==> config.mk <==
export PLATFORM = sky130hd
export DESIGN_NAME = contrast_af_sweep_controller_top_flat
export DESIGN_NICKNAME = d
export VERILOG_FILES = /design/src/hw/rtl/caf_pkg.sv /design/src/hw/rtl/caf_ifs.sv /design/src/hw/rtl/caf_ram.sv /design/src/hw/rtl/caf_div.sv /design/src/hw/rtl/caf_ctrl.sv /design/src/hw/rtl/contrast_af_sweep_controller_top.sv /design/src/flat_wrapper.sv
export VERILOG_INCLUDE_DIRS = /design/src /design/src/hw/rtl
export SDC_FILE = /design/constraint.sdc
export NUM_CORES = 2
export LEC_CHECK = 0
export BUFFER_PORTS_ARGS = -buffer_cell sky130_fd_sc_hd__buf_2
export CAP_MARGIN = 40
export CORE_UTILIZATION = 55
export DETAILED_ROUTE_END_ITERATION = 12
export PLACE_DENSITY = 0.79
export SLEW_MARGIN = 40
export SYNTH_ARGS = -nofsm -noshare
export SYNTH_HDL_FRONTEND = slang
export SYNTH_SLANG_ARGS = --single-unit
==> constraint.sdc <==
create_clock -name clock -period 5.8 [get_ports clock]
set_input_delay 0.29 -clock clock [delete_from_list [all_inputs] [get_ports clock]]
set_output_delay 0.29 -clock clock [all_outputs]
set_load 0.005 [all_outputs]
==> src/hw/rtl/assert_macros.svh <==
// ----------------------------------------------------------------------------
// assertion macros
// clocked property checks, compiled out for synthesis
// ----------------------------------------------------------------------------
`ifndef ASSERT_MACROS_SVH
`define ASSERT_MACROS_SVH
`ifndef SYNTHESIS
// property holds at every clock edge out of reset
`define CAF_ASSERT(name, clk, rst, prop) \
   name: assert property (@(posedge clk) disable iff (rst) prop) \
      else $error("autofocus assertion failed");
// consequent holds in the cycle after the antecedent
`define CAF_ASSERT_NEXT(name, clk, rst, pre, post) \
   name: assert property (@(posedge clk) disable iff (rst) (pre) |=> (post)) \
      else $error("autofocus assertion failed");
`else
`define CAF_ASSERT(name, clk, rst, prop)
`define CAF_ASSERT_NEXT(name, clk, rst, pre, post)
`endif
`endif

==> src/hw/rtl/caf_pkg.sv <==
// ----------------------------------------------------------------------------
// caf_pkg
// shared constants, codes and types of the contrast autofocus controller
// ----------------------------------------------------------------------------
package caf_pkg;

   // sweep geometry
   localparam int COARSE_POINTS  = 14;
   localparam int FINE_DIVISOR   = 32;
   localparam int FINE_HALF_SPAN = 2;
   localparam int POS_BITS       = 10;

   localparam int COARSE_LEN = (COARSE_POINTS < 16) ? COARSE_POINTS : 16;
   localparam int FINE_LEN   = (2 * FINE_HALF_SPAN + 1 < 16) ? 2 * FINE_HALF_SPAN + 1 : 16;
   localparam int COARSE_DIV = COARSE_POINTS - 1;
   localparam int DIV_MAX    = (FINE_DIVISOR > COARSE_DIV) ? FINE_DIVISOR : COARSE_DIV;
   localparam int DIV_W      = $clog2(DIV_MAX + 1);
   localparam int ACC_W      = POS_BITS + 4;
   localparam int K_W        = $clog2(FINE_HALF_SPAN + 1);
   localparam int SCORE_W    = 24;
   localparam int CSR_DATA_W = 24;

   // reciprocal multipliers for the point spacing divides, exact over the span
   localparam int RECIP_SHIFT  = POS_BITS + DIV_W;
   localparam int REC_W        = RECIP_SHIFT;
   localparam int PROD_W       = POS_BITS + REC_W;
   localparam int RECIP_COARSE = ((1 << RECIP_SHIFT) + COARSE_DIV - 1) / COARSE_DIV;
   localparam int RECIP_FINE   = ((1 << RECIP_SHIFT) + FINE_DIVISOR - 1) / FINE_DIVISOR;

   // item kinds
   localparam logic [1:0] FUNC_FRAME = 2'd0;
   localparam logic [1:0] FUNC_MODE  = 2'd1;
   localparam logic [1:0] FUNC_TRIG  = 2'd2;

   // af modes
   localparam logic [1:0] MODE_OFF   = 2'd0;
   localparam logic [1:0] MODE_AUTO  = 2'd1;
   localparam logic [1:0] MODE_VIDEO = 2'd3;

   // trigger kinds
   localparam logic [1:0] TRIG_START  = 2'd1;
   localparam logic [1:0] TRIG_CANCEL = 2'd2;

   // reported af states
   localparam logic [2:0] AF_INACTIVE       = 3'd0;
   localparam logic [2:0] AF_PASSIVE_SCAN   = 3'd1;
   localparam logic [2:0] AF_PASSIVE_FOCUS  = 3'd2;
   localparam logic [2:0] AF_PASSIVE_UNFOC  = 3'd3;
   localparam logic [2:0] AF_ACTIVE_SCAN    = 3'd4;
   localparam logic [2:0] AF_FOCUSED_LOCK   = 3'd5;
   localparam logic [2:0] AF_UNFOCUSED_LOCK = 3'd6;

   // register indexes
   localparam logic [2:0] CSR_LENS_MIN      = 3'd0;
   localparam logic [2:0] CSR_LENS_MAX      = 3'd1;
   localparam logic [2:0] CSR_SETTLE_FRAMES = 3'd2;
   localparam logic [2:0] CSR_MAX_MOVES     = 3'd3;
   localparam logic [2:0] CSR_MIN_SCORE     = 3'd4;
   localparam logic [2:0] CSR_RESCAN_REL    = 3'd5;
   localparam logic [2:0] CSR_RESCAN_ABS    = 3'd6;
   localparam logic [2:0] CSR_RESCAN_FRAMES = 3'd7;

   // divider command and result
   typedef struct packed {
      logic                start;
      logic                fine;
      logic [POS_BITS-1:0] dividend;
   } caf_div_cmd_type;

   typedef struct packed {
      logic                done;
      logic [POS_BITS-1:0] quot;
      logic [DIV_W-1:0]    rem;
   } caf_div_res_type;

endpackage

==> src/hw/rtl/caf_ifs.sv <==
// ----------------------------------------------------------------------------
// caf channel interfaces
// request, response and register write channels
// ----------------------------------------------------------------------------
interface caf_req_if import caf_pkg::*; ();
   logic                valid;
   logic                ready;
   logic [1:0]          func;
   logic [SCORE_W-1:0]  frame_score;
   logic                scene_stable;
   logic                hold_enable;
   logic [POS_BITS-1:0] hold_position;
   logic [1:0]          af_mode;
   logic [1:0]          trigger_kind;
   logic                lens_ready;
   logic                move_accepted;

   modport source (output valid, func, frame_score, scene_stable, hold_enable,
                   hold_position, af_mode, trigger_kind, lens_ready, move_accepted,
                   input ready);
   modport sink (input valid, func, frame_score, scene_stable, hold_enable,
                 hold_position, af_mode, trigger_kind, lens_ready, move_accepted,
                 output ready);
endinterface

interface caf_rsp_if import caf_pkg::*; ();
   logic                valid;
   logic                ready;
   logic [2:0]          af_state;
   logic                lens_moving;
   logic [POS_BITS-1:0] lens_position;
   logic                move_issued;
   logic [POS_BITS-1:0] best_position;

   modport source (output valid, af_state, lens_moving, lens_position, move_issued,
                   best_position, input ready);
   modport sink (input valid, af_state, lens_moving, lens_position, move_issued,
                 best_position, output ready);
endinterface

interface caf_csr_if import caf_pkg::*; ();
   logic                  valid;
   logic                  ready;
   logic [2:0]            addr;
   logic [CSR_DATA_W-1:0] data;

   modport source (output valid, addr, data, input ready);
   modport sink (input valid, addr, data, output ready);
endinterface

==> src/hw/rtl/caf_ram.sv <==
// ----------------------------------------------------------------------------
// caf_ram
// generic single write, single read ram with registered read data
// ----------------------------------------------------------------------------
module caf_ram #(
   parameter int WIDTH = 8,
   parameter int DEPTH = 16
) (
   input  logic                     clock,
   input  logic                     we,
   input  logic [$clog2(DEPTH)-1:0] waddr,
   input  logic [WIDTH-1:0]         wdata,
   input  logic [$clog2(DEPTH)-1:0] raddr,
   output logic [WIDTH-1:0]         rdata
);

   logic [WIDTH-1:0] mem_ff [DEPTH];
   logic [WIDTH-1:0] rdata_ff;

   // write port and registered read
   always_ff @(posedge clock) begin
      if (we) begin
         mem_ff[waddr] <= wdata;
      end
      rdata_ff <= mem_ff[raddr];
   end

   assign rdata = rdata_ff;

endmodule

==> src/hw/rtl/caf_div.sv <==
// ----------------------------------------------------------------------------
// caf_div
// reciprocal divider by a fixed coarse or fine sweep divisor; done follows the latch, multiply and remainder registers
// ----------------------------------------------------------------------------
module caf_div import caf_pkg::*; (
   input  logic            clock,
   input  logic            reset,
   input  caf_div_cmd_type cmd,
   output caf_div_res_type res
);

   logic                       busy_ff, busy_in;
   logic                       mul_ff, mul_in;
   logic                       done_ff, done_in;
   logic                       fine_ff, fine_in;
   logic [POS_BITS-1:0]        dvd_ff, dvd_in;
   logic [PROD_W-1:0]          prod_ff, prod_in;
   logic [POS_BITS-1:0]        quo_ff, quo_in;
   logic [DIV_W-1:0]           rem_ff, rem_in;
   logic [REC_W-1:0]           recip;
   logic [DIV_W-1:0]           divisor;
   logic [POS_BITS-1:0]        quo_c;
   logic [POS_BITS+DIV_W-1:0]  back;

   // divisor and its reciprocal
   assign recip   = fine_ff ? REC_W'(RECIP_FINE) : REC_W'(RECIP_COARSE);
   assign divisor = fine_ff ? DIV_W'(FINE_DIVISOR) : DIV_W'(COARSE_DIV);
   assign quo_c   = prod_ff[RECIP_SHIFT +: POS_BITS];
   assign back    = quo_c * divisor;

   // latch, multiply, then quotient and remainder
   always_comb begin
      busy_in = 1'b0;
      mul_in  = 1'b0;
      done_in = 1'b0;
      fine_in = fine_ff;
      dvd_in  = dvd_ff;
      prod_in = prod_ff;
      quo_in  = quo_ff;
      rem_in  = rem_ff;
      if (cmd.start) begin
         busy_in = 1'b1;
         fine_in = cmd.fine;
         dvd_in  = cmd.dividend;
      end
      if (busy_ff) begin
         prod_in = dvd_ff * recip;
         mul_in  = 1'b1;
      end
      if (mul_ff) begin
         quo_in  = quo_c;
         rem_in  = DIV_W'({{DIV_W{1'b0}}, dvd_ff} - back);
         done_in = 1'b1;
      end
   end

   always_ff @(posedge clock) begin
      if (reset) begin
         busy_ff <= 1'b0;
         mul_ff  <= 1'b0;
         done_ff <= 1'b0;
      end else begin
         busy_ff <= busy_in;
         mul_ff  <= mul_in;
         done_ff <= done_in;
      end
      fine_ff <= fine_in;
      dvd_ff  <= dvd_in;
      prod_ff <= prod_in;
      quo_ff  <= quo_in;
      rem_ff  <= rem_in;
   end

   assign res.done = done_ff;
   assign res.quot = quo_ff;
   assign res.rem  = rem_ff;

endmodule

==> src/hw/rtl/caf_ctrl.sv <==
// ----------------------------------------------------------------------------
// caf_ctrl
// autofocus sequencer: item decode, hold, rescan test, sweep point fill, point search, lock
// ----------------------------------------------------------------------------
`include "assert_macros.svh"

module caf_ctrl import caf_pkg::*; (
   input  logic                 clock,
   input  logic                 reset,
   caf_req_if.sink              req_bus,
   caf_rsp_if.source            rsp_bus,
   caf_csr_if.sink              csr_bus,
   output caf_div_cmd_type      div_cmd,
   input  caf_div_res_type      div_res,
   output logic                 ram_we,
   output logic [3:0]           ram_waddr,
   output logic [POS_BITS-1:0]  ram_wdata,
   output logic [3:0]           ram_raddr,
   input  logic [POS_BITS-1:0]  ram_rdata
);

   typedef enum logic [4:0] {
      ST_IDLE, ST_EXEC, ST_FRAME2, ST_RS_MUL, ST_RS_CMP,
      ST_SS_DIV, ST_SS_WAIT, ST_SS_FILL,
      ST_FB_DIV, ST_FB_WAIT, ST_FB_BACK, ST_FB_FILL,
      ST_SRCH_RD, ST_SRCH_CHK, ST_FIN, ST_DONE
   } state_type;

   // configuration
   logic [POS_BITS-1:0] lens_min_ff, lens_max_ff;
   logic [3:0]          settle_cfg_ff, rescan_frames_ff;
   logic [5:0]          max_moves_ff;
   logic [SCORE_W-1:0]  min_score_ff, rescan_abs_ff;
   logic [7:0]          rescan_rel_ff;

   // sequencer and latched item
   state_type           state_ff, state_in;
   logic                ret_frame2_ff, ret_frame2_in;
   logic [1:0]          func_ff, func_in;
   logic [SCORE_W-1:0]  score_ff, score_in;
   logic                stable_ff, stable_in;
   logic                hold_en_ff, hold_en_in;
   logic [POS_BITS-1:0] hold_pos_ff, hold_pos_in;
   logic [1:0]          mode_req_ff, mode_req_in;
   logic [1:0]          trig_kind_ff, trig_kind_in;
   logic                ready_now_ff, ready_now_in;
   logic                accept_now_ff, accept_now_in;
   logic                moved_now_ff, moved_now_in;

   // focus state
   logic [1:0]          mode_ff, mode_in;
   logic                trig_ff, trig_in, scan_ff, scan_in, conv_ff, conv_in;
   logic                fine_ff, fine_in, hold_ff, hold_in, moved_ff, moved_in;
   logic [3:0]          settle_ff, settle_in;
   logic [5:0]          move_cnt_ff, move_cnt_in;
   logic [3:0]          change_cnt_ff, change_cnt_in;
   logic [SCORE_W-1:0]  best_score_ff, best_score_in;
   logic [POS_BITS-1:0] best_pos_ff, best_pos_in;
   logic                ref_inval_ff, ref_inval_in;
   logic [SCORE_W-1:0]  ref_score_ff, ref_score_in;
   logic [POS_BITS-1:0] lens_pos_ff, lens_pos_in;
   logic [4:0]          sweep_idx_ff, sweep_idx_in;
   logic                moving_latch_ff, moving_latch_in;

   // scratch of the fill and rescan steps
   logic [4:0]              fill_ff, fill_in;
   logic [POS_BITS-1:0]     q_acc_ff, q_acc_in;
   logic [DIV_W-1:0]        r_acc_ff, r_acc_in;
   logic [POS_BITS-1:0]     step_ff, step_in;
   logic signed [ACC_W-1:0] acc_ff, acc_in;
   logic [K_W-1:0]          k_ff, k_in;
   logic [SCORE_W-1:0]      delta_ff, delta_in;
   logic [31:0]             prod_ff, prod_in;

   // response register
   logic                rsp_valid_ff, rsp_valid_in;
   logic [2:0]          rsp_state_ff, rsp_state_in;
   logic                rsp_moving_ff, rsp_moving_in;
   logic [POS_BITS-1:0] rsp_pos_ff, rsp_pos_in;
   logic                rsp_issued_ff, rsp_issued_in;
   logic [POS_BITS-1:0] rsp_best_ff, rsp_best_in;

   // helpers
   logic                req_fire, move_ok, hold_hit, start_req, start_ret;
   logic [POS_BITS-1:0] range_hi, span;
   logic [DIV_W:0]      r_sum;
   logic [4:0]          sweep_len;
   logic [3:0]          cc_next;
   logic [2:0]          af_state_c;
   logic [POS_BITS-1:0] fine_pt;
   logic signed [ACC_W-1:0] lo_s, hi_s;

   assign req_fire  = req_bus.valid && req_bus.ready;
   assign move_ok   = ready_now_ff && accept_now_ff;
   assign range_hi  = (lens_max_ff > lens_min_ff) ? lens_max_ff : lens_min_ff;
   assign span      = range_hi - lens_min_ff;
   assign hold_hit  = hold_en_ff && (hold_pos_ff >= lens_min_ff) && (hold_pos_ff <= range_hi);
   assign r_sum     = {1'b0, r_acc_ff} + {1'b0, div_res.rem};
   assign sweep_len = fine_ff ? 5'(FINE_LEN) : 5'(COARSE_LEN);
   assign cc_next   = (change_cnt_ff == 4'd15) ? 4'd15 : change_cnt_ff + 4'd1;
   assign lo_s      = $signed({{(ACC_W-POS_BITS){1'b0}}, lens_min_ff});
   assign hi_s      = $signed({{(ACC_W-POS_BITS){1'b0}}, range_hi});
   assign fine_pt   = (acc_ff < lo_s) ? lens_min_ff :
                      (acc_ff > hi_s) ? range_hi : acc_ff[POS_BITS-1:0];

   // reported af state from the settled flags
   always_comb begin
      if (!ready_now_ff || mode_ff == MODE_OFF || hold_ff) begin
         af_state_c = AF_INACTIVE;
      end else if (mode_ff == MODE_AUTO) begin
         if (!trig_ff) begin
            af_state_c = AF_INACTIVE;
         end else if (scan_ff) begin
            af_state_c = AF_ACTIVE_SCAN;
         end else begin
            af_state_c = conv_ff ? AF_FOCUSED_LOCK : AF_UNFOCUSED_LOCK;
         end
      end else if (scan_ff) begin
         af_state_c = AF_PASSIVE_SCAN;
      end else if (trig_ff) begin
         af_state_c = conv_ff ? AF_FOCUSED_LOCK : AF_UNFOCUSED_LOCK;
      end else begin
         af_state_c = conv_ff ? AF_PASSIVE_FOCUS : AF_PASSIVE_UNFOC;
      end
   end

   // register writes
   assign csr_bus.ready = 1'b1;
   always_ff @(posedge clock) begin
      if (reset) begin
         lens_min_ff      <= '0;
         lens_max_ff      <= '1;
         settle_cfg_ff    <= 4'd3;
         max_moves_ff     <= 6'd24;
         min_score_ff     <= 24'd160;
         rescan_rel_ff    <= 8'd77;
         rescan_abs_ff    <= 24'd80;
         rescan_frames_ff <= 4'd3;
      end else if (csr_bus.valid) begin
         case (csr_bus.addr)
            CSR_LENS_MIN:      lens_min_ff      <= csr_bus.data[POS_BITS-1:0];
            CSR_LENS_MAX:      lens_max_ff      <= csr_bus.data[POS_BITS-1:0];
            CSR_SETTLE_FRAMES: settle_cfg_ff    <= csr_bus.data[3:0];
            CSR_MAX_MOVES:     max_moves_ff     <= csr_bus.data[5:0];
            CSR_MIN_SCORE:     min_score_ff     <= csr_bus.data[SCORE_W-1:0];
            CSR_RESCAN_REL:    rescan_rel_ff    <= csr_bus.data[7:0];
            CSR_RESCAN_ABS:    rescan_abs_ff    <= csr_bus.data[SCORE_W-1:0];
            CSR_RESCAN_FRAMES: rescan_frames_ff <= csr_bus.data[3:0];
            default: ;
         endcase
      end
   end

   // sequencer next state
   always_comb begin
      state_in = state_ff;  ret_frame2_in = ret_frame2_ff;
      func_in = func_ff;  score_in = score_ff;  stable_in = stable_ff;
      hold_en_in = hold_en_ff;  hold_pos_in = hold_pos_ff;  mode_req_in = mode_req_ff;
      trig_kind_in = trig_kind_ff;  ready_now_in = ready_now_ff;
      accept_now_in = accept_now_ff;  moved_now_in = moved_now_ff;
      mode_in = mode_ff;  trig_in = trig_ff;  scan_in = scan_ff;  conv_in = conv_ff;
      fine_in = fine_ff;  hold_in = hold_ff;  moved_in = moved_ff;
      settle_in = settle_ff;  move_cnt_in = move_cnt_ff;  change_cnt_in = change_cnt_ff;
      best_score_in = best_score_ff;  best_pos_in = best_pos_ff;
      ref_inval_in = ref_inval_ff;  ref_score_in = ref_score_ff;
      lens_pos_in = lens_pos_ff;  sweep_idx_in = sweep_idx_ff;
      moving_latch_in = moving_latch_ff;
      fill_in = fill_ff;  q_acc_in = q_acc_ff;  r_acc_in = r_acc_ff;
      step_in = step_ff;  acc_in = acc_ff;  k_in = k_ff;
      delta_in = delta_ff;  prod_in = prod_ff;
      rsp_valid_in = rsp_valid_ff;  rsp_state_in = rsp_state_ff;
      rsp_moving_in = rsp_moving_ff;  rsp_pos_in = rsp_pos_ff;
      rsp_issued_in = rsp_issued_ff;  rsp_best_in = rsp_best_ff;
      start_req = 1'b0;  start_ret = 1'b0;
      ram_we = 1'b0;  ram_waddr = fill_ff[3:0];  ram_wdata = '0;
      ram_raddr = sweep_idx_ff[3:0];
      div_cmd.start = 1'b0;  div_cmd.fine = 1'b0;  div_cmd.dividend = span;

      // response transfer
      if (rsp_valid_ff && rsp_bus.ready) begin
         rsp_valid_in = 1'b0;
      end

      case (state_ff)
         ST_IDLE: begin
            if (req_fire) begin
               func_in       = req_bus.func;
               score_in      = req_bus.frame_score;
               stable_in     = req_bus.scene_stable;
               hold_en_in    = req_bus.hold_enable;
               hold_pos_in   = req_bus.hold_position;
               mode_req_in   = req_bus.af_mode;
               trig_kind_in  = req_bus.trigger_kind;
               ready_now_in  = req_bus.lens_ready;
               accept_now_in = req_bus.move_accepted;
               moved_now_in  = 1'b0;
               state_in      = ST_EXEC;
            end
         end

         // decode the item
         ST_EXEC: begin
            state_in = ST_DONE;
            case (func_ff)
               FUNC_FRAME: begin
                  moving_latch_in = moved_ff;
                  moved_in = 1'b0;
                  if (!ready_now_ff) begin
                     state_in = ST_DONE;
                  end else if (hold_hit) begin
                     hold_in = 1'b1;
                     scan_in = 1'b0;
                     if (lens_pos_ff != hold_pos_ff) begin
                        if (move_ok) begin
                           lens_pos_in  = hold_pos_ff;
                           moved_now_in = 1'b1;
                           moved_in     = 1'b1;
                           settle_in    = settle_cfg_ff;
                        end
                     end else if (settle_ff != 4'd0) begin
                        settle_in = settle_ff - 4'd1;
                     end
                  end else if (hold_ff) begin
                     hold_in = 1'b0;
                     if (mode_ff[1]) begin
                        start_req = 1'b1;
                        start_ret = 1'b1;
                     end else begin
                        state_in = ST_FRAME2;
                     end
                  end else begin
                     state_in = ST_FRAME2;
                  end
               end
               FUNC_MODE: begin
                  if (mode_req_ff != mode_ff) begin
                     mode_in       = mode_req_ff;
                     trig_in       = 1'b0;
                     scan_in       = 1'b0;
                     conv_in       = 1'b0;
                     change_cnt_in = '0;
                     ref_inval_in  = 1'b1;
                     start_req     = mode_req_ff[1];
                  end
               end
               FUNC_TRIG: begin
                  if (mode_ff != MODE_OFF) begin
                     if (trig_kind_ff == TRIG_START) begin
                        trig_in = 1'b1;
                        if (mode_ff == MODE_AUTO) begin
                           start_req = 1'b1;
                        end else if (scan_ff && mode_ff == MODE_VIDEO) begin
                           state_in = ST_FIN;
                        end
                     end else if (trig_kind_ff == TRIG_CANCEL) begin
                        trig_in       = 1'b0;
                        change_cnt_in = '0;
                        if (mode_ff == MODE_AUTO) begin
                           scan_in = 1'b0;
                           conv_in = 1'b0;
                        end
                     end
                  end
               end
               default: state_in = ST_DONE;
            endcase
         end

         // frame handling after hold
         ST_FRAME2: begin
            state_in = ST_DONE;
            if (mode_ff == MODE_OFF) begin
               state_in = ST_DONE;
            end else if (mode_ff == MODE_AUTO && !trig_ff) begin
               scan_in = 1'b0;
            end else if (!stable_ff) begin
               state_in = ST_DONE;
            end else if (!scan_ff) begin
               if (trig_ff) begin
                  state_in = ST_DONE;
               end else if (settle_ff != 4'd0) begin
                  settle_in = settle_ff - 4'd1;
               end else if (ref_inval_ff) begin
                  ref_score_in  = score_ff;
                  ref_inval_in  = 1'b0;
                  change_cnt_in = '0;
               end else begin
                  state_in = ST_RS_MUL;
               end
            end else if (settle_ff != 4'd0) begin
               settle_in = settle_ff - 4'd1;
            end else begin
               if (score_ff > best_score_ff) begin
                  best_score_in = score_ff;
                  best_pos_in   = lens_pos_ff;
               end
               state_in = ST_SRCH_RD;
            end
         end

         // rescan test: deviation and scaled reference
         ST_RS_MUL: begin
            delta_in = (score_ff > ref_score_ff) ? score_ff - ref_score_ff
                                                 : ref_score_ff - score_ff;
            prod_in  = ref_score_ff * rescan_rel_ff;
            state_in = ST_RS_CMP;
         end

         ST_RS_CMP: begin
            state_in = ST_DONE;
            if (({delta_ff, 8'd0} > prod_ff) && (delta_ff > rescan_abs_ff)) begin
               change_cnt_in = cc_next;
               if (cc_next >= rescan_frames_ff) begin
                  start_req = 1'b1;
               end
            end else begin
               change_cnt_in = '0;
            end
         end

         // coarse points: span split into near-equal parts, remainder spread over them
         ST_SS_DIV: begin
            div_cmd.start = 1'b1;
            q_acc_in = '0;
            r_acc_in = '0;
            fill_in  = '0;
            state_in = ST_SS_WAIT;
         end

         ST_SS_WAIT: begin
            if (div_res.done) begin
               state_in = ST_SS_FILL;
            end
         end

         ST_SS_FILL: begin
            ram_we    = 1'b1;
            ram_wdata = lens_min_ff + q_acc_ff;
            if (r_sum >= (DIV_W+1)'(COARSE_DIV)) begin
               r_acc_in = DIV_W'(r_sum - (DIV_W+1)'(COARSE_DIV));
               q_acc_in = q_acc_ff + div_res.quot + 1'b1;
            end else begin
               r_acc_in = r_sum[DIV_W-1:0];
               q_acc_in = q_acc_ff + div_res.quot;
            end
            fill_in = fill_ff + 5'd1;
            if (fill_ff == 5'(COARSE_LEN - 1)) begin
               state_in = ret_frame2_ff ? ST_FRAME2 : ST_DONE;
            end
         end

         // fine points around the best position
         ST_FB_DIV: begin
            div_cmd.start = 1'b1;
            div_cmd.fine  = 1'b1;
            state_in      = ST_FB_WAIT;
         end

         ST_FB_WAIT: begin
            if (div_res.done) begin
               step_in  = (div_res.quot == '0) ? POS_BITS'(1) : div_res.quot;
               acc_in   = $signed({{(ACC_W-POS_BITS){1'b0}}, best_pos_ff});
               k_in     = K_W'(FINE_HALF_SPAN);
               fill_in  = '0;
               state_in = ST_FB_BACK;
            end
         end

         ST_FB_BACK: begin
            if (k_ff != '0) begin
               acc_in = acc_ff - $signed({{(ACC_W-POS_BITS){1'b0}}, step_ff});
               k_in   = k_ff - 1'b1;
            end else begin
               state_in = ST_FB_FILL;
            end
         end

         ST_FB_FILL: begin
            ram_we    = 1'b1;
            ram_wdata = fine_pt;
            acc_in    = acc_ff + $signed({{(ACC_W-POS_BITS){1'b0}}, step_ff});
            fill_in   = fill_ff + 5'd1;
            if (fill_ff == 5'(FINE_LEN - 1)) begin
               sweep_idx_in = '0;
               fine_in      = 1'b1;
               state_in     = ST_SRCH_RD;
            end
         end

         // next sweep point that differs from the lens position
         ST_SRCH_RD: begin
            if (sweep_idx_ff < sweep_len) begin
               sweep_idx_in = sweep_idx_ff + 5'd1;
               state_in     = ST_SRCH_CHK;
            end else if (fine_ff) begin
               state_in = ST_FIN;
            end else begin
               state_in = ST_FB_DIV;
            end
         end

         ST_SRCH_CHK: begin
            if (ram_rdata != lens_pos_ff) begin
               if (move_cnt_ff >= max_moves_ff) begin
                  state_in = ST_FIN;
               end else begin
                  move_cnt_in = move_cnt_ff + 6'd1;
                  if (!move_ok) begin
                     state_in = ST_FIN;
                  end else begin
                     lens_pos_in  = ram_rdata;
                     moved_now_in = 1'b1;
                     moved_in     = 1'b1;
                     settle_in    = settle_cfg_ff;
                     state_in     = ST_DONE;
                  end
               end
            end else begin
               state_in = ST_SRCH_RD;
            end
         end

         // end of scan: return to best point
         ST_FIN: begin
            scan_in       = 1'b0;
            conv_in       = best_score_ff >= min_score_ff;
            change_cnt_in = '0;
            settle_in     = '0;
            if (lens_pos_ff != best_pos_ff && move_ok) begin
               lens_pos_in  = best_pos_ff;
               moved_now_in = 1'b1;
               moved_in     = 1'b1;
               settle_in    = settle_cfg_ff;
            end
            ref_inval_in = 1'b1;
            state_in     = ST_DONE;
         end

         ST_DONE: begin
            if (!rsp_valid_ff || rsp_bus.ready) begin
               rsp_valid_in  = 1'b1;
               rsp_state_in  = af_state_c;
               rsp_moving_in = moving_latch_ff;
               rsp_pos_in    = lens_pos_ff;
               rsp_issued_in = moved_now_ff;
               rsp_best_in   = best_pos_ff;
               state_in      = ST_IDLE;
            end
         end

         default: state_in = ST_IDLE;
      endcase

      // scan start
      if (start_req) begin
         ret_frame2_in = start_ret;
         if (ready_now_ff) begin
            scan_in       = 1'b1;
            conv_in       = 1'b0;
            fine_in       = 1'b0;
            move_cnt_in   = '0;
            best_score_in = '0;
            best_pos_in   = lens_pos_ff;
            change_cnt_in = '0;
            sweep_idx_in  = '0;
            settle_in     = settle_cfg_ff;
            state_in      = ST_SS_DIV;
         end else begin
            state_in = start_ret ? ST_FRAME2 : ST_DONE;
         end
      end
   end

   // state and registered outputs
   always_ff @(posedge clock) begin
      if (reset) begin
         state_ff        <= ST_IDLE;
         ret_frame2_ff   <= 1'b0;
         ready_now_ff    <= 1'b0;
         accept_now_ff   <= 1'b0;
         moved_now_ff    <= 1'b0;
         mode_ff         <= MODE_OFF;
         trig_ff         <= 1'b0;
         scan_ff         <= 1'b0;
         conv_ff         <= 1'b0;
         fine_ff         <= 1'b0;
         hold_ff         <= 1'b0;
         moved_ff        <= 1'b0;
         settle_ff       <= '0;
         move_cnt_ff     <= '0;
         change_cnt_ff   <= '0;
         best_score_ff   <= '0;
         best_pos_ff     <= '0;
         ref_inval_ff    <= 1'b1;
         lens_pos_ff     <= '0;
         sweep_idx_ff    <= '0;
         moving_latch_ff <= 1'b0;
         rsp_valid_ff    <= 1'b0;
      end else begin
         state_ff        <= state_in;
         ret_frame2_ff   <= ret_frame2_in;
         ready_now_ff    <= ready_now_in;
         accept_now_ff   <= accept_now_in;
         moved_now_ff    <= moved_now_in;
         mode_ff         <= mode_in;
         trig_ff         <= trig_in;
         scan_ff         <= scan_in;
         conv_ff         <= conv_in;
         fine_ff         <= fine_in;
         hold_ff         <= hold_in;
         moved_ff        <= moved_in;
         settle_ff       <= settle_in;
         move_cnt_ff     <= move_cnt_in;
         change_cnt_ff   <= change_cnt_in;
         best_score_ff   <= best_score_in;
         best_pos_ff     <= best_pos_in;
         ref_inval_ff    <= ref_inval_in;
         lens_pos_ff     <= lens_pos_in;
         sweep_idx_ff    <= sweep_idx_in;
         moving_latch_ff <= moving_latch_in;
         rsp_valid_ff    <= rsp_valid_in;
      end
      func_ff       <= func_in;
      score_ff      <= score_in;
      stable_ff     <= stable_in;
      hold_en_ff    <= hold_en_in;
      hold_pos_ff   <= hold_pos_in;
      mode_req_ff   <= mode_req_in;
      trig_kind_ff  <= trig_kind_in;
      ref_score_ff  <= ref_score_in;
      fill_ff       <= fill_in;
      q_acc_ff      <= q_acc_in;
      r_acc_ff      <= r_acc_in;
      step_ff       <= step_in;
      acc_ff        <= acc_in;
      k_ff          <= k_in;
      delta_ff      <= delta_in;
      prod_ff       <= prod_in;
      rsp_state_ff  <= rsp_state_in;
      rsp_moving_ff <= rsp_moving_in;
      rsp_pos_ff    <= rsp_pos_in;
      rsp_issued_ff <= rsp_issued_in;
      rsp_best_ff   <= rsp_best_in;
   end

   assign req_bus.ready         = (state_ff == ST_IDLE);
   assign rsp_bus.valid         = rsp_valid_ff;
   assign rsp_bus.af_state      = rsp_state_ff;
   assign rsp_bus.lens_moving   = rsp_moving_ff;
   assign rsp_bus.lens_position = rsp_pos_ff;
   assign rsp_bus.move_issued   = rsp_issued_ff;
   assign rsp_bus.best_position = rsp_best_ff;

   // checks
   `CAF_ASSERT(a_sweep_idx_bound, clock, reset, sweep_idx_ff <= 5'd16)
   `CAF_ASSERT(a_move_needs_lens, clock, reset, moved_now_ff |-> (ready_now_ff && accept_now_ff))
   `CAF_ASSERT_NEXT(a_busy_after_accept, clock, reset, req_fire, state_ff != ST_IDLE)

endmodule

==> src/hw/rtl/contrast_af_sweep_controller_top.sv <==
// ----------------------------------------------------------------------------
// contrast_af_sweep_controller_top
// contrast autofocus sweep controller: sequencer, divider and sweep point ram
// ----------------------------------------------------------------------------
//  channel   dir  contents
//  req_bus   in   frame score, mode change or trigger, lens status
//  rsp_bus   out  af state, lens moving, lens position, move issued, best pos
//  csr_bus   in   register index and write data
//
//  an item holds the block from its accept until its response is registered;
//  a scan start fills 14 coarse points after a reciprocal divide, a fine build
//  adds 5, and each skipped point takes a read and a check on the single
//  ram read port
//  reset is synchronous, active high; the point ram needs no clearing
//  a held response stalls the next item only at its final transfer
// ----------------------------------------------------------------------------
module contrast_af_sweep_controller_top import caf_pkg::*; (
   input  logic      clock,
   input  logic      reset,
   caf_req_if.sink   req_bus,
   caf_rsp_if.source rsp_bus,
   caf_csr_if.sink   csr_bus
);

   caf_div_cmd_type     div_cmd;
   caf_div_res_type     div_res;
   logic                ram_we;
   logic [3:0]          ram_waddr, ram_raddr;
   logic [POS_BITS-1:0] ram_wdata, ram_rdata;

   // sequencer
   caf_ctrl u_ctrl (
      .clock     (clock),
      .reset     (reset),
      .req_bus   (req_bus),
      .rsp_bus   (rsp_bus),
      .csr_bus   (csr_bus),
      .div_cmd   (div_cmd),
      .div_res   (div_res),
      .ram_we    (ram_we),
      .ram_waddr (ram_waddr),
      .ram_wdata (ram_wdata),
      .ram_raddr (ram_raddr),
      .ram_rdata (ram_rdata)
   );

   // shared divider for point spacing
   caf_div u_div (
      .clock (clock),
      .reset (reset),
      .cmd   (div_cmd),
      .res   (div_res)
   );

   // sweep point store
   caf_ram #(.WIDTH(POS_BITS), .DEPTH(16)) u_points (
      .clock (clock),
      .we    (ram_we),
      .waddr (ram_waddr),
      .wdata (ram_wdata),
      .raddr (ram_raddr),
      .rdata (ram_rdata)
   );

endmodule

==> src/flat_wrapper.sv <==
// flat-port wrapper written by rule: the top's interface ports become plain ports
module contrast_af_sweep_controller_top_flat import caf_pkg::*;
  (clock, reset, req_bus_valid, req_bus_func, req_bus_frame_score, req_bus_scene_stable, req_bus_hold_enable, req_bus_hold_position, req_bus_af_mode, req_bus_trigger_kind, req_bus_lens_ready, req_bus_move_accepted, req_bus_ready, rsp_bus_valid, rsp_bus_af_state, rsp_bus_lens_moving, rsp_bus_lens_position, rsp_bus_move_issued, rsp_bus_best_position, rsp_bus_ready, csr_bus_valid, csr_bus_addr, csr_bus_data, csr_bus_ready);
  caf_req_if req_bus_i ();
  caf_rsp_if rsp_bus_i ();
  caf_csr_if csr_bus_i ();
  input  logic clock;
  input  logic reset;
  input wire logic [$bits(req_bus_i.valid)-1:0] req_bus_valid;
  input wire logic [$bits(req_bus_i.func)-1:0] req_bus_func;
  input wire logic [$bits(req_bus_i.frame_score)-1:0] req_bus_frame_score;
  input wire logic [$bits(req_bus_i.scene_stable)-1:0] req_bus_scene_stable;
  input wire logic [$bits(req_bus_i.hold_enable)-1:0] req_bus_hold_enable;
  input wire logic [$bits(req_bus_i.hold_position)-1:0] req_bus_hold_position;
  input wire logic [$bits(req_bus_i.af_mode)-1:0] req_bus_af_mode;
  input wire logic [$bits(req_bus_i.trigger_kind)-1:0] req_bus_trigger_kind;
  input wire logic [$bits(req_bus_i.lens_ready)-1:0] req_bus_lens_ready;
  input wire logic [$bits(req_bus_i.move_accepted)-1:0] req_bus_move_accepted;
  output wire logic [$bits(req_bus_i.ready)-1:0] req_bus_ready;
  output wire logic [$bits(rsp_bus_i.valid)-1:0] rsp_bus_valid;
  output wire logic [$bits(rsp_bus_i.af_state)-1:0] rsp_bus_af_state;
  output wire logic [$bits(rsp_bus_i.lens_moving)-1:0] rsp_bus_lens_moving;
  output wire logic [$bits(rsp_bus_i.lens_position)-1:0] rsp_bus_lens_position;
  output wire logic [$bits(rsp_bus_i.move_issued)-1:0] rsp_bus_move_issued;
  output wire logic [$bits(rsp_bus_i.best_position)-1:0] rsp_bus_best_position;
  input wire logic [$bits(rsp_bus_i.ready)-1:0] rsp_bus_ready;
  input wire logic [$bits(csr_bus_i.valid)-1:0] csr_bus_valid;
  input wire logic [$bits(csr_bus_i.addr)-1:0] csr_bus_addr;
  input wire logic [$bits(csr_bus_i.data)-1:0] csr_bus_data;
  output wire logic [$bits(csr_bus_i.ready)-1:0] csr_bus_ready;
  assign req_bus_i.valid = req_bus_valid;
  assign req_bus_i.func = req_bus_func;
  assign req_bus_i.frame_score = req_bus_frame_score;
  assign req_bus_i.scene_stable = req_bus_scene_stable;
  assign req_bus_i.hold_enable = req_bus_hold_enable;
  assign req_bus_i.hold_position = req_bus_hold_position;
  assign req_bus_i.af_mode = req_bus_af_mode;
  assign req_bus_i.trigger_kind = req_bus_trigger_kind;
  assign req_bus_i.lens_ready = req_bus_lens_ready;
  assign req_bus_i.move_accepted = req_bus_move_accepted;
  assign req_bus_ready = req_bus_i.ready;
  assign rsp_bus_valid = rsp_bus_i.valid;
  assign rsp_bus_af_state = rsp_bus_i.af_state;
  assign rsp_bus_lens_moving = rsp_bus_i.lens_moving;
  assign rsp_bus_lens_position = rsp_bus_i.lens_position;
  assign rsp_bus_move_issued = rsp_bus_i.move_issued;
  assign rsp_bus_best_position = rsp_bus_i.best_position;
  assign rsp_bus_i.ready = rsp_bus_ready;
  assign csr_bus_i.valid = csr_bus_valid;
  assign csr_bus_i.addr = csr_bus_addr;
  assign csr_bus_i.data = csr_bus_data;
  assign csr_bus_ready = csr_bus_i.ready;
  contrast_af_sweep_controller_top u_core (.clock(clock), .reset(reset), .req_bus(req_bus_i), .rsp_bus(rsp_bus_i), .csr_bus(csr_bus_i));
endmodule
======== Word-level counts from Yosys, hierarchy flattened ========
Memories as Yosys holds them, arrays and structs flattened. A register that Yosys moved wholly into a read port is not among the register bits.
Index checks and enable logic that the tools add are counted.
cells by class
  add/subtract/negate cells ............... 17
  $mul .................................... 3
  magnitude comparators ................... 14
  equality and inequality tests ........... 65
  muxes and demuxes ....................... 218
  bitwise operators ....................... 5
  reduce and logical (&&, ||, !) cells .... 58
operators by type and width
  kind                                                                    count
  24-bit two-way mux                                                      10
  10-bit two-way mux                                                      22
  4-bit two-way mux                                                       39
  5-bit two-way mux                                                       21
  1-bit two-way mux                                                       82
  5-bit case mux with 15 select lines                                     1
  24-bit > comparator                                                     3
  24-bit subtractor                                                       2
  5-bit by 4-bit equality test with 1-bit output (second input constant)  9
  6-bit two-way mux                                                       7
  2-bit inequality test (second input constant)                           21
  14-bit case mux with 3 select lines                                     1
  10-bit case mux with 2 select lines                                     2
  32-bit > comparator                                                     1
  24-bit by 8-bit multiplier with 32-bit output                           1
  4-bit case mux with 4 select lines                                      2
  10-bit inequality test                                                  3
  10-bit case mux with 3 select lines                                     1
  14-bit two-way mux                                                      2
  2-bit AND reduction                                                     13
  5-bit by 3-bit equality test with 1-bit output (second input constant)  5
  24-bit >= comparator                                                    1
  10-bit by 13-bit multiplier with 23-bit output                          1
  3-bit inequality test (second input constant)                           7
  64 further kinds                                                        123
word-level totals
  register bits ........................... 423
  bits in writable memories ............... 160
  input port bits ......................... 76
  output and inout port bits .............. 28
  logic and storage cells ................. 440
  memories ................................ 1
memories
  memory                  depth  width  rd ports  clocked after memory_dff  wr ports  RTL line       RTL
  u_core.u_points.mem_ff  16     10     1         1                         1         caf_ram.sv:17  logic [WIDTH-1:0] mem_ff [DEPTH];

======== Depth between registers and ports, before layout ========
  depth after elaboration ................. 11
  depth in mapped cells ................... 23
  depth with buffers taken out ............ 20

======== By module ========
From an unflattened synthesis, not the netlist that was laid out.
second synthesis, totals
  cells, all modules ...................... 3,816
  area, all modules ....................... 39,302.7 µm²
by module, submodules not included
  module    times used  cells an instance  area each (µm²)  seq. area each (µm²)
  caf_ctrl  1           3,180              29,101.7         9,268.9
  caf_ram   1           279                6,353.6          5,004.8
  caf_div   1           357                3,847.4          991.0

======== Least setup slack after synthesis ========
No wires, ideal clock.
  path type ............................... register to register
  start ................................... reg u_core.u_div.fine_ff
  end ..................................... reg u_core.u_div.prod_ff[22] (data pin)
  library setup time ...................... 0.258 ns
  data arrival time ....................... 5.124 ns
  data required time ...................... 5.542 ns
  setup slack ............................. 0.418 ns
  stages on the path, launching flop included .. 19
  path buffers ............................ 2
  period minus slack after synthesis ...... 5.382 ns
  cells stage by stage .................... edfxtp_1 clkbuf_1 clkbuf_1 nor2_1 fa_1 fa_1 fa_1 fa_1 fa_1 ha_1 o21a_1 o211ai_1 nor2_1 a221o_1 o211a_1 o21a_1 o21ai_0 nand2b_1 xnor2_1
between the ends
  longest elaborated chain between the ends .. 2
ends and longest elaborated chain
  what                                            RTL line       RTL
  start: declaration                              caf_div.sv:15  logic fine_ff, fine_in;
  start signal: assignment                        caf_div.sv:67  fine_ff <= fine_in;
  13-bit two-way mux                              caf_div.sv:26  assign recip = fine_ff ? REC_W'(RECIP_FINE) : REC_W'(RECIP_COARSE);
  10-bit by 13-bit multiplier with 23-bit output  caf_div.sv:47  prod_in = dvd_ff * recip;
  end signal: assignment                          caf_div.sv:69  prod_ff <= prod_in;
  end: declaration                                caf_div.sv:17  logic [PROD_W-1:0] prod_ff, prod_in;
No other way between the ends.
A chain may end at the register's enable or synchronous reset.

======== Final worst setup path ========
  start ................................... reg u_core.u_ctrl.ref_score_ff[4]
  end ..................................... reg u_core.u_ctrl.prod_ff[31] (data pin)
between the ends
  longest elaborated chain between the ends .. 1
ends and longest elaborated chain
  what                                           RTL line         RTL
  start: declaration                             caf_ctrl.sv:60   logic [SCORE_W-1:0] ref_score_ff, ref_score_in;
  start signal: assignment                       caf_ctrl.sv:530  ref_score_ff <= ref_score_in;
  24-bit by 8-bit multiplier with 32-bit output  caf_ctrl.sv:305  prod_in = ref_score_ff * rescan_rel_ff;
  end signal: assignment                         caf_ctrl.sv:538  prod_ff <= prod_in;
  end: declaration                               caf_ctrl.sv:73   logic [31:0] prod_ff, prod_in;
No other way between the ends.

==> impl_results.md <==
- Crit Path Max Fanout: 10
- First-pass iteration count of the detailed router: 7
- Final setup TNS: 0 ns
- Crit path time final: 5.561 ns
- Syn Area/Cell: 10.25 um2
- Register area: between 0.015 and 0.02 mm2
- Die area: 0.07110 mm2
- Multi-input gate area: 0.02125 mm2
- Initial Util: 55.87%
- Post-synth EDFFs: 382
- Number of DRC markers in iteration 0: about 2800
- Layout cell share with drive strength beyond 1: 10.18%
- Status: finished, final reports clean
- CTS tree: built
- Largest family of logic cells by synthesized area: adder cells
- Sw frac: 36.21%
- Internal power: 10.14 mW
- Reg power frac: approximately a third
- Startpoint class of the critical path: flop
- Hold WC Path Type: input port to flop
- Adder-Cell Fraction of Synth Area: 22.04%
- Clock root buffer: clkbuf_16
- Critical path arrival: between 5 and 6 ns
- Antenna viol nets, final: 0
- Slew headroom: between 40% and 50%
- Dpl cells: 4718
- Skew-Pair Late Insertion Delay: 0.67 ns
- Fmax: 179.8 MHz
- Largest net degree at the start of global routing: 77
- Initial antenna violation count: 0
- Sequential cell area fraction in the yosys report: 39.39%
- Final Net Count: 4574
- Xor and xnor area share after synthesis: 3.706%
- Vias post-DR: 28318
- Worst setup path class: flop to flop
- Chip width: 266.7 um
- Most frequent cells after synthesis: inv_1 (453), ha_1 (389), edfxtp_1 (382), nand2_1 (341), a21oi_1 (271)
- Routed WL per cell: 19.45 um
- Synth area leader: edfxtp_1
- Primary FF master, synth: edfxtp_1
- Clk_skew: 0.04787 ns
- Ys Warns: 0
- Simple-gate share of the synthesized area: 13.20%
- Hpwl dp: 69850 um
- Cells after synthesis: 3758
- I/O Pins: roughly 100
- Clock Sinks: 567
- Crit path capture: u_core.u_ctrl.prod_ff[31]
- Number of synthesized register bits: 567
- Reg-to-reg critical path endpoint: u_core.u_ctrl.prod_ff[31]
- Hold_ws: roughly 0.034 ns
- # fillers: 5524
- Final period utilization: between 90% and 100%
- GR Util All Layers: 27.11%
- Clock share of power: 25.8%
- Top cell type's share of synthesized area: roughly 30%
- P_leak: 17.84 nW
- Vias per cell: 5.766
- Hold Violations, Final: 0
- Crit end category: flop
- Post-route DRC: 0
- Clock Path Buffers: 3
- N_diodes: 0
- Worst-path clk slew: 0.07 ns
- Post-synthesis async set-or-reset flop share: 0%
- Routed WL: approximately 96000 um
- Post-DP Area: between 0.04 and 0.05 mm2
- Net Sw Power: 5.758 mW
- Chip Height: 266.7 um
- Design area: between 0.04 and 0.05 mm2
- Final setup fails: 0
- Power per cell area: 367.7 mW/mm2
- Yosys cell types: 80
- Unrepaired setup endpoints after global routing: no
- Worst slew pin tran: 0.8777 ns
- Crit path required time: 6.18 ns
- Vias in the first global route: 28139
- Row count: 96
- Global-route wire length before repair: 151400 um
- Post-synthesis mux area share: 4.518%
- CP startpoint: u_core.u_ctrl.ref_score_ff[4]
- Peak supply drop: between 0.7 and 0.8 mV
- Top post-synthesis cells by area: edfxtp_1 (30%), ha_1 (13%), dfxtp_1 (9.6%), fa_1 (9.4%), inv_1 (4.4%)
- Synthesis-to-layout area growth: 12.26%
- Worst reg2reg path startpoint: u_core.u_ctrl.ref_score_ff[4]
- PortBufs: 102
- Reg2Reg Depth: 17
- Slew Viols, Final: 0
- H-tree Lvls: 2
- Most common cell in the synthesized netlist: inv_1
- Util after Layout: a little over three fifths
- Total grt overflow: 0
- Gpl congestion: 0.9320
- Cell Count, Final, Fillers Out: 4911
- Cell area after synthesis: 0.03852 mm2
- Compound-Gate Fraction of Synth Area: around 11%
- R2R setup slack: 0.24 ns
- Number of buffers created by CTS: 61
- Core Area: 0.06895 mm2
- Comb pwr share: 41.5%
- Max cap viols: 0
area by class of cell:
cell class              instances  share of cell area [%]
clock inverters                38                   1.018
multi-input cells            2595                   49.14
flip-flops and latches        567                   35.11
well taps                     931                   2.694
clock buffers                  77                   3.955
repair buffers                250                   4.155
inverters                     453                   3.932
worst max-delay path, stage by stage (launching register included):
cell and delay [ns]:
edfxtp_1 0.56, and2_1 0.26, fa_1 0.55, fa_1 0.45
fa_1 0.52, fa_1 0.49, ha_1 0.35, o21a_1 0.21
o21ai_0 0.20, o21ba_2 0.21, o2111ai_1 0.18, buf_4 0.18
a31oi_1 0.13, a21oi_1 0.24, a21oi_1 0.17, a221o_1 0.37
a21oi_1 0.17, xnor2_1 0.08
placed cells by master, fill, tap and decap left out, types with 64 or more instances in the layout:
cell type      netlist  routed
inv_1              453     452
ha_1               389     389
edfxtp_1           382     382
nand2_1            341     341
a21oi_1            271     270
nor2_1             270     253
fa_1               181     181
dfxtp_1            185     181
and2_1             112     111
o21ai_0            111     110
buf_2               13     102
xnor2_1             93      93
buf_4                1      79
a21o_1              78      78
xor2_1              70      70
dlygate4sd3_1        0      68
clkbuf_16            0      64
cells by family after synthesis:
logic type	Yosys count
fa+ha+maj	570
simple gates	1063
flops	567
compound gates	679
mux	110
xor+xnor	163
buf+inv	604
other cells	2
stage by stage:
stage               setup slack (ns)  power (mW)
finish                        0.2385       15.90
CTS                          0.04479       15.96
detailed placement           0.09510       11.75
floorplan                     0.4184       10.11
global route               0.0007407       17.12
global placement              0.1914       11.53
power by group through the flow:
| stage | combinational (mW) | sequential [mW] | clock, mW |
|---|---|---|---|
| 5_1_grt | 7.58 | 5.22 | 4.31 |
| 4_1_cts | 6.61 | 5.19 | 4.17 |
| 2_1_floorplan | 5.02 | 5.09 | 0 |
| 3_3_place_gp | 6.27 | 5.26 | 0 |
| 3_5_place_dp | 6.48 | 5.27 | 0 |
| 6_report | 6.60 | 5.19 | 4.11 |
registers in the layout, indices dropped and copies added, names as in the netlist, 8 cells and up:
name                                 count
u_core.u_points.mem_ff                 160
u_core.u_ctrl.prod_ff                   32
u_core.u_ctrl.best_score_ff             24
u_core.u_ctrl.delta_ff                  24
u_core.u_ctrl.min_score_ff              24
u_core.u_ctrl.ref_score_ff              24
u_core.u_ctrl.rescan_abs_ff             24
u_core.u_ctrl.score_ff                  24
u_core.u_ctrl.acc_ff                    14
u_core.u_ctrl.best_pos_ff               10
u_core.u_ctrl.hold_pos_ff               10
u_core.u_ctrl.lens_max_ff               10
u_core.u_ctrl.lens_min_ff               10
u_core.u_ctrl.lens_pos_ff               10
u_core.u_ctrl.q_acc_ff                  10
u_core.u_ctrl.rsp_bus.best_position     10
u_core.u_ctrl.rsp_bus.lens_position     10
u_core.u_div.dvd_ff                     10
u_core.u_points.rdata                   10
u_core.u_ctrl.rescan_rel_ff              8
per-layer routing:
layer	track usage, %	vias up	part of all wire, %
met5	0	-	0
met3	3.783	249	7.6
met1	37.50	13590	43
met4	8.931	0	3.4
li1	-	13319	-
met2	43.92	1160	46
worst min-delay path by stage:
stage / slack, ns / depth (start not counted) / to / startpoint
floorplan: 0.39 / 0 / u_core.u_ctrl.func_ff[0] / req_bus_func[0]
global placement: 0.42 / 0 / u_core.u_ctrl.rsp_bus.move_issued / u_core.u_ctrl.moved_now_ff
detailed placement: 0.43 / 0 / u_core.u_ctrl.rsp_bus.move_issued / u_core.u_ctrl.moved_now_ff
finish: 0.03 / 3 / u_core.u_ctrl.lens_min_ff[3] / csr_bus_data[3]
global route: 0.02 / 3 / u_core.u_ctrl.lens_min_ff[3] / csr_bus_data[3]
CTS: 0.004 / 3 / u_core.u_ctrl.lens_min_ff[3] / csr_bus_data[3]
timing repair:
item	CTS	global route
setup buffers	0	10
endpoints found under the hold margin	97	0
hold buffers	68	0
resized for setup	0	5
endpoints found under the setup margin	0	6
Power figures use the tool's default switching activity.
